$ cat config.mk
export PLATFORM = sky130hd
export DESIGN_NAME = button_gesture_detector_unit
export DESIGN_NICKNAME = d
export VERILOG_FILES = /design/src/design/bgd_pkg.sv /design/src/design/bgd_cfg_regs.sv /design/src/design/bgd_fsm.sv /design/src/design/button_gesture_detector_unit.sv
export SDC_FILE = /design/constraint.sdc
export NUM_CORES = 1
export LEC_CHECK = 0
export ABC_AREA = 1
export BUFFER_PORTS_ARGS = -buffer_cell sky130_fd_sc_hd__buf_2
export CAP_MARGIN = 20
export CORE_MARGIN = 10
export CORE_UTILIZATION = 55
export CTS_CLUSTER_SIZE = 40
export DETAILED_ROUTE_END_ITERATION = 10
export HOLD_SLACK_MARGIN = 0.02
export PLACE_DENSITY_LB_ADDON = 0.2
export REMOVE_ABC_BUFFERS = 1
export SYNTH_ARGS = -nofsm -noshare
export SYNTH_HDL_FRONTEND = slang
export SYNTH_HIERARCHICAL = 1
export SYNTH_SLANG_ARGS = --single-unit
$ cat constraint.sdc
create_clock -name clock -period 3.35 [get_ports clock]
set_clock_uncertainty 0.1 [all_clocks]
set_input_delay 0.67 -clock clock [delete_from_list [all_inputs] [get_ports clock]]
set_output_delay 0.67 -clock clock [all_outputs]
set_load 0.02 [all_outputs]
$ cat src/design/bgd_pkg.sv
`timescale 1ns / 1ps
// ----------------------------------------------------------------------------
// bgd_pkg
// Shared types and constants for the button gesture detector.
// ----------------------------------------------------------------------------
package bgd_pkg;

   localparam int COUNT_WIDTH = 16;
   localparam int REG_WIDTH   = 16;
   localparam int CMP_WIDTH   = (COUNT_WIDTH > REG_WIDTH) ? COUNT_WIDTH : REG_WIDTH;
   localparam int CSR_IDX_W   = 2;

   localparam logic [CSR_IDX_W-1:0] CSR_DEBOUNCE = 2'd0;
   localparam logic [CSR_IDX_W-1:0] CSR_DOUBLE   = 2'd1;
   localparam logic [CSR_IDX_W-1:0] CSR_LONG     = 2'd2;

   localparam logic [REG_WIDTH-1:0] DEBOUNCE_RST = 16'd50;
   localparam logic [REG_WIDTH-1:0] DOUBLE_RST   = 16'd300;
   localparam logic [REG_WIDTH-1:0] LONG_RST     = 16'd1000;

   typedef enum logic [1:0] {
      PH_IDLE       = 2'd0,
      PH_DEBOUNCE   = 2'd1,
      PH_PRESSED    = 2'd2,
      PH_CLICK_WAIT = 2'd3
   } phase_type;

   typedef enum logic [1:0] {
      EV_NONE   = 2'd0,
      EV_SINGLE = 2'd1,
      EV_DOUBLE = 2'd2,
      EV_LONG   = 2'd3
   } event_type;

   typedef struct packed {
      logic [REG_WIDTH-1:0] debounce_ticks;
      logic [REG_WIDTH-1:0] double_click_ticks;
      logic [REG_WIDTH-1:0] long_press_ticks;
   } cfg_type;

endpackage

$ cat src/design/bgd_cfg_regs.sv
`timescale 1ns / 1ps
// ----------------------------------------------------------------------------
// bgd_cfg_regs
// Write-only timing registers; writes to unused indexes are dropped.
// ----------------------------------------------------------------------------
module bgd_cfg_regs
   import bgd_pkg::*;
(
   input  logic                 clock,
   input  logic                 reset,
   input  logic                 csr_we,
   input  logic [CSR_IDX_W-1:0] csr_index,
   input  logic [REG_WIDTH-1:0] csr_wdata,
   output cfg_type              cfg
);

   cfg_type cfg_ff;

   always_ff @(posedge clock) begin
      if (reset) begin
         cfg_ff.debounce_ticks     <= DEBOUNCE_RST;
         cfg_ff.double_click_ticks <= DOUBLE_RST;
         cfg_ff.long_press_ticks   <= LONG_RST;
      end else if (csr_we) begin
         unique case (csr_index)
            CSR_DEBOUNCE: cfg_ff.debounce_ticks     <= csr_wdata;
            CSR_DOUBLE:   cfg_ff.double_click_ticks <= csr_wdata;
            CSR_LONG:     cfg_ff.long_press_ticks   <= csr_wdata;
            default:      ;
         endcase
      end
   end

   assign cfg = cfg_ff;

endmodule

$ cat src/design/bgd_fsm.sv
`timescale 1ns / 1ps
// ----------------------------------------------------------------------------
// bgd_fsm
// Phase machine and shared tick counter; one step per enabled cycle.
// ----------------------------------------------------------------------------
module bgd_fsm
   import bgd_pkg::*;
(
   input  logic      clock,
   input  logic      reset,
   input  logic      step_en,
   input  logic      level,
   input  cfg_type   cfg,
   output event_type gesture
);

   phase_type              phase_ff, phase_in;
   logic                   long_done_ff, long_done_in;
   logic                   last_level_ff, last_level_in;
   logic [COUNT_WIDTH-1:0] count_ff, count_in;

   logic [COUNT_WIDTH-1:0] count_inc;
   logic [CMP_WIDTH-1:0]   count_cmp;
   logic                   exp_deb, exp_dbl, exp_long;
   logic                   edge_seen;

   // counter advances (saturating) in every timed phase before the compare
   assign count_inc = (phase_ff == PH_IDLE || count_ff == {COUNT_WIDTH{1'b1}}) ?
                      count_ff : count_ff + 1'b1;
   assign count_cmp = CMP_WIDTH'(count_inc);
   assign exp_deb   = count_cmp >= CMP_WIDTH'(cfg.debounce_ticks);
   assign exp_dbl   = count_cmp >= CMP_WIDTH'(cfg.double_click_ticks);
   assign exp_long  = count_cmp >= CMP_WIDTH'(cfg.long_press_ticks);
   assign edge_seen = level != last_level_ff;

   // next state: expiry first, then edge action on the resulting phase
   always_comb begin
      phase_type ph;
      logic      ld;
      logic [COUNT_WIDTH-1:0] cnt;
      ph  = phase_ff;
      ld  = long_done_ff;
      cnt = count_inc;
      unique case (phase_ff)
         PH_DEBOUNCE: begin
            if (exp_deb) begin
               if (!level) begin
                  ph  = PH_PRESSED;
                  ld  = 1'b0;
                  cnt = '0;
               end else begin
                  ph = PH_IDLE;
               end
            end
         end
         PH_PRESSED: begin
            if (!long_done_ff && exp_long) ld = 1'b1;
         end
         PH_CLICK_WAIT: begin
            if (exp_dbl) ph = PH_IDLE;
         end
         default: ;
      endcase
      if (edge_seen) begin
         unique case (ph)
            PH_IDLE: begin
               if (!level) begin
                  ph  = PH_DEBOUNCE;
                  cnt = '0;
               end
            end
            PH_PRESSED: begin
               if (level) begin
                  if (!ld) begin
                     ph  = PH_CLICK_WAIT;
                     cnt = '0;
                  end else begin
                     ph = PH_IDLE;
                  end
               end
            end
            PH_CLICK_WAIT: begin
               if (!level) ph = PH_IDLE;
            end
            default: ;
         endcase
      end
      phase_in      = ph;
      long_done_in  = ld;
      count_in      = cnt;
      last_level_in = level;
   end

   // event for this tick
   always_comb begin
      gesture = EV_NONE;
      unique case (phase_ff)
         PH_PRESSED: begin
            if (!long_done_ff && exp_long) gesture = EV_LONG;
         end
         PH_CLICK_WAIT: begin
            if (exp_dbl)                     gesture = EV_SINGLE;
            else if (edge_seen && !level)    gesture = EV_DOUBLE;
         end
         default: ;
      endcase
   end

   always_ff @(posedge clock) begin
      if (reset) begin
         phase_ff      <= PH_IDLE;
         long_done_ff  <= 1'b0;
         last_level_ff <= 1'b1;
         count_ff      <= '0;
      end else if (step_en) begin
         phase_ff      <= phase_in;
         long_done_ff  <= long_done_in;
         last_level_ff <= last_level_in;
         count_ff      <= count_in;
      end
   end

endmodule

$ cat src/design/button_gesture_detector_unit.sv
`timescale 1ns / 1ps
// ----------------------------------------------------------------------------
// button_gesture_detector_unit
// Debounces an active-low button and reports single click, double click and
// long press, one gesture code per sampled level.
// ----------------------------------------------------------------------------
// Path: the input register takes a sample on transfer; the result register
//          takes its gesture when the held sample steps, waiting while it is full.
// Throughput: one sample per cycle while the output is not stalled; the
//          phase/counter step is one pass of logic between the two registers.
// Reset: synchronous, active high; phase idle, counter cleared, last level
//          released, timing registers back to 50 / 300 / 1000 ticks.
// ----------------------------------------------------------------------------
module button_gesture_detector_unit
   import bgd_pkg::*;
(
   input  logic                 clock,
   input  logic                 reset,
   // sample channel
   input  logic                 req_tvalid,
   output logic                 req_tready,
   input  logic [7:0]           req_tdata,   // [0] button_level, [7:1] zero
   // gesture channel
   output logic                 rsp_tvalid,
   input  logic                 rsp_tready,
   output logic [7:0]           rsp_tdata,   // [1:0] gesture_event, [7:2] zero
   // timing registers
   input  logic                 csr_we,
   input  logic [CSR_IDX_W-1:0] csr_index,
   input  logic [REG_WIDTH-1:0] csr_wdata
);

   cfg_type   cfg;
   event_type gesture;

   logic      in_valid_ff, in_valid_in;
   logic      in_level_ff;
   logic      out_valid_ff, out_valid_in;
   event_type out_event_ff;

   logic      out_free;   // result register can take a new value
   logic      step;       // held sample moves through the machine

   assign out_free   = !out_valid_ff || rsp_tready;
   assign step       = in_valid_ff && out_free;
   assign req_tready = !in_valid_ff || out_free;

   assign in_valid_in  = (req_tvalid && req_tready) || (in_valid_ff && !step);
   assign out_valid_in = step || (out_valid_ff && !rsp_tready);

   bgd_cfg_regs u_cfg (
      .clock     (clock),
      .reset     (reset),
      .csr_we    (csr_we),
      .csr_index (csr_index),
      .csr_wdata (csr_wdata),
      .cfg       (cfg)
   );

   bgd_fsm u_fsm (
      .clock   (clock),
      .reset   (reset),
      .step_en (step),
      .level   (in_level_ff),
      .cfg     (cfg),
      .gesture (gesture)
   );

   // handshake state
   always_ff @(posedge clock) begin
      if (reset) begin
         in_valid_ff  <= 1'b0;
         out_valid_ff <= 1'b0;
      end else begin
         in_valid_ff  <= in_valid_in;
         out_valid_ff <= out_valid_in;
      end
   end

   // payload: sample captured on transfer, gesture captured on step
   always_ff @(posedge clock) begin
      if (req_tvalid && req_tready) in_level_ff <= req_tdata[0];
      if (step)                     out_event_ff <= gesture;
   end

   assign rsp_tvalid = out_valid_ff;
   assign rsp_tdata  = {6'd0, out_event_ff};

endmodule

==> results.md <==
- Starting Density: 56.19%
- Final hold violations: 0
- WL/cell: 13.59 um
- Routed met2 length: 6664 um
- Worst Setup SP: u_fsm/count_ff[0]
- DRC: 0
- EDFF count, synth: 3
- Final instance area: 6524 um^2
- Violated checks: negative setup slack
- R2R Setup Slk: -140 ps
- I/O pin cnt: 41
- Top Layer Used: met4
- DR iter-0 viols: 289
- Post-DP HPWL: 8911 um
- Largest net degree at the start of global routing: 49
- Share of cells above drive strength 1: 30.19%
- Worst hold path depth: 2
- Initial antenna violation count: 0
- Register Area: 1504 um^2
- Fin. max-slew vios: 0
- Hold crit path type: flip-flop to flip-flop
- Worst-path fanout max: 8
- # setup viols final: 17
- Sequential area share after synthesis: 28.86%
- VDD IR-drop max: 0.2782 mV
- Cell Area, Synth: 5167 um^2
- TritonCTS clock tree: yes
- Full die area: 13670 um^2
- CP peak stage delay: 340 ps
- WS Path Type: flip-flop to flip-flop
- Diodes inserted: 0
- Max-cap check violation count: 0
- Worst EP arrival: 3640 ps
- R2r worst-path depth: 26
- Layout Utilization: 70.94%
- Area growth syn-to-layout: 26.25%
- Power Density: 345.8 nW/um^2
- Ys async rst share: 0%
- Fin Setup TNS: -2145 ps
- Sinks on Clock Net: 73
- Vias in the first global route: 4829
- Slowest CP cell: dfxtp_2
- RSZ-0062 raised after global routing: true
- Post-Route WL: 13170 um
- TritonCTS buffer count: 9
- First-pass DRT Iterations: 4
- Run status: finished with violations
- # nets final: 938
- Synth warnings: 6
- Layout fillers: 723
- Multi-input gate area: 3483 um^2
- GPL Wtd Cong: 0.8789
- Cell count after synthesis: 773
- Worst setup EP type: flip-flop
- Area after DPL: 5602 um^2
- Leakage power total: 3.316 nW
- Power Total: 2.256 mW
- Critical path startpoint category: flip-flop
- Synth cell types: 34
- Commonest non-fill, non-tap cell in the layout: nand2_1
- Final ANT Viol Nets: 0
- Grt total ovfl: 0
- GRT Total Usage: 19.40%
- # rows: 35
- Port Buf Inserts: 27
- First-pass GRT wire length: 21450 um
- FMAX: 0.2868 GHz
- Number of synthesized register bits: 73
- Post-Route M1 WL: 5652 um
- Synth Area per Inst: 6.685 um^2
- Critical R2R Launch: u_fsm/count_ff[0]
- Die width: 116.9 um
- Routed vias/inst: 5.120
- Final WS setup: -136.7 ps
- Final period util: 104.1%
- Primary FF master, synth: dfxtp_1
- Root Driver: clkbuf_8
- Via Count: 4961
- CP Data Required Time: 3500 ps
- Clock latency on the worst-skew pair: 370 ps
- CTS Buffer Depth: 2
- Met3 WL: 640 um
- Worst-margin pin slew: 533.8 ps
- Die Y: 116.9 um
- CTS HTree Levels: 3
- Final min period: 3487 ps
- Most frequent cells in the layout: nand2_1 (153), inv_1 (123), nor2_1 (90), buf_4 (63), dfxtp_1 (60)
- Clk pin slew, worst setup/hold paths: 80 ps
- Pre-CTS WS: -304.1 ps
- Hold_sp: u_cfg/cfg[3]
- Slew Limit Headroom: 64.37%
- Core area: 9196 um^2
- Crit path top cell by count: nand2_2
timing repair:
action                                  in CTS  in global routing
hold buffers                                 0                  0
endpoints found under the setup margin      18                 20
setup buffers                               11                 13
cloned                                       1                  0
pin swaps                                   29                 34
gates resized for setup                     70                 59
worst paths after layout:
check | to
setup / recovery | u_fsm/count_ff[0]
hold / removal | u_cfg/cfg[3]
hold reg to reg | u_cfg/cfg[3]
setup reg to reg | u_fsm/count_ff[0]
metrics by stage:
step                instances  hold WS (ps)
finish                    969         359.7
global placement          928         343.6
CTS                       956         352.0
floorplan                 748         328.9
global route              969         349.7
detailed placement        928         344.6
cell type report:
type | count | area share, %
Inverter | 146 | 8.477
Timing Repair Buffer | 94 | 10.40
Multi-Input combinational cell | 529 | 53.39
Clock buffer | 13 | 2.282
Tap cell | 111 | 2.129
Sequential cell | 73 | 23.05
Clock inverter | 3 | 0.2685
flip-flops by register name, summed over array words and instances (netlist names):
signal	count
rsp_tvalid	1
u_fsm/phase_ff	2
u_fsm/count_ff	16
in_level_ff	1
u_cfg/cfg	48
u_fsm/last_level_ff	1
in_valid_ff	1
u_fsm/long_done_ff	1
out_event_ff	2
power breakdown:
part	switching (mW)	total (mW)	internal [mW]
clock	0.336	0.623	0.287
sequential	0.0334	0.957	0.924
combinational	0.407	0.675	0.268
per-layer routing:
metal / up-vias / GRT usage (%)
met5: - / 0
met4: 0 / 6.178
met3: 23 / 4.842
met2: 124 / 34.65
met1: 2275 / 22.10
li1: 2539 / -
cell families after synthesis:
kind of cell,synth area share [%]
flops,28.86
compound gates,9.007
fa+ha+maj,13.08
xor+xnor,2.688
simple gates,32.06
other cells,0.07257
buf+inv,14.24
synthesized netlist by cell type (5+ instances only):
| cell type | instances | area (um^2) |
|---|---|---|
| clkbuf_1 | 7 | 26.28 |
| buf_2 | 8 | 40.04 |
| a21oi_1 | 41 | 205.2 |
| inv_1 | 138 | 518.0 |
| inv_2 | 7 | 26.28 |
| nand3_2 | 6 | 60.06 |
| o21ai_0 | 25 | 125.1 |
| nor2_2 | 5 | 31.28 |
| nand2_1 | 170 | 638.1 |
| dfxtp_1 | 70 | 1401 |
| ha_1 | 54 | 675.7 |
| xor2_1 | 11 | 96.34 |
| nor2_1 | 100 | 375.4 |
| a21oi_2 | 12 | 105.1 |
| buf_4 | 13 | 97.59 |
| nand2_2 | 17 | 106.4 |
| nand4_1 | 13 | 81.33 |
| nand3_1 | 51 | 255.2 |
worst max-delay path, delay by kind of cell (launching register included):
family	cells	cell delay, ps
AOI/OAI and AO/OA	1	50
xor gates and xnor gates	1	210
adders and majority gates	2	460
buffers and inverters	5	460
DFF	1	340
and+or+nand+nor	17	1740
No activity file was read; power rests on OpenSTA's default activity.
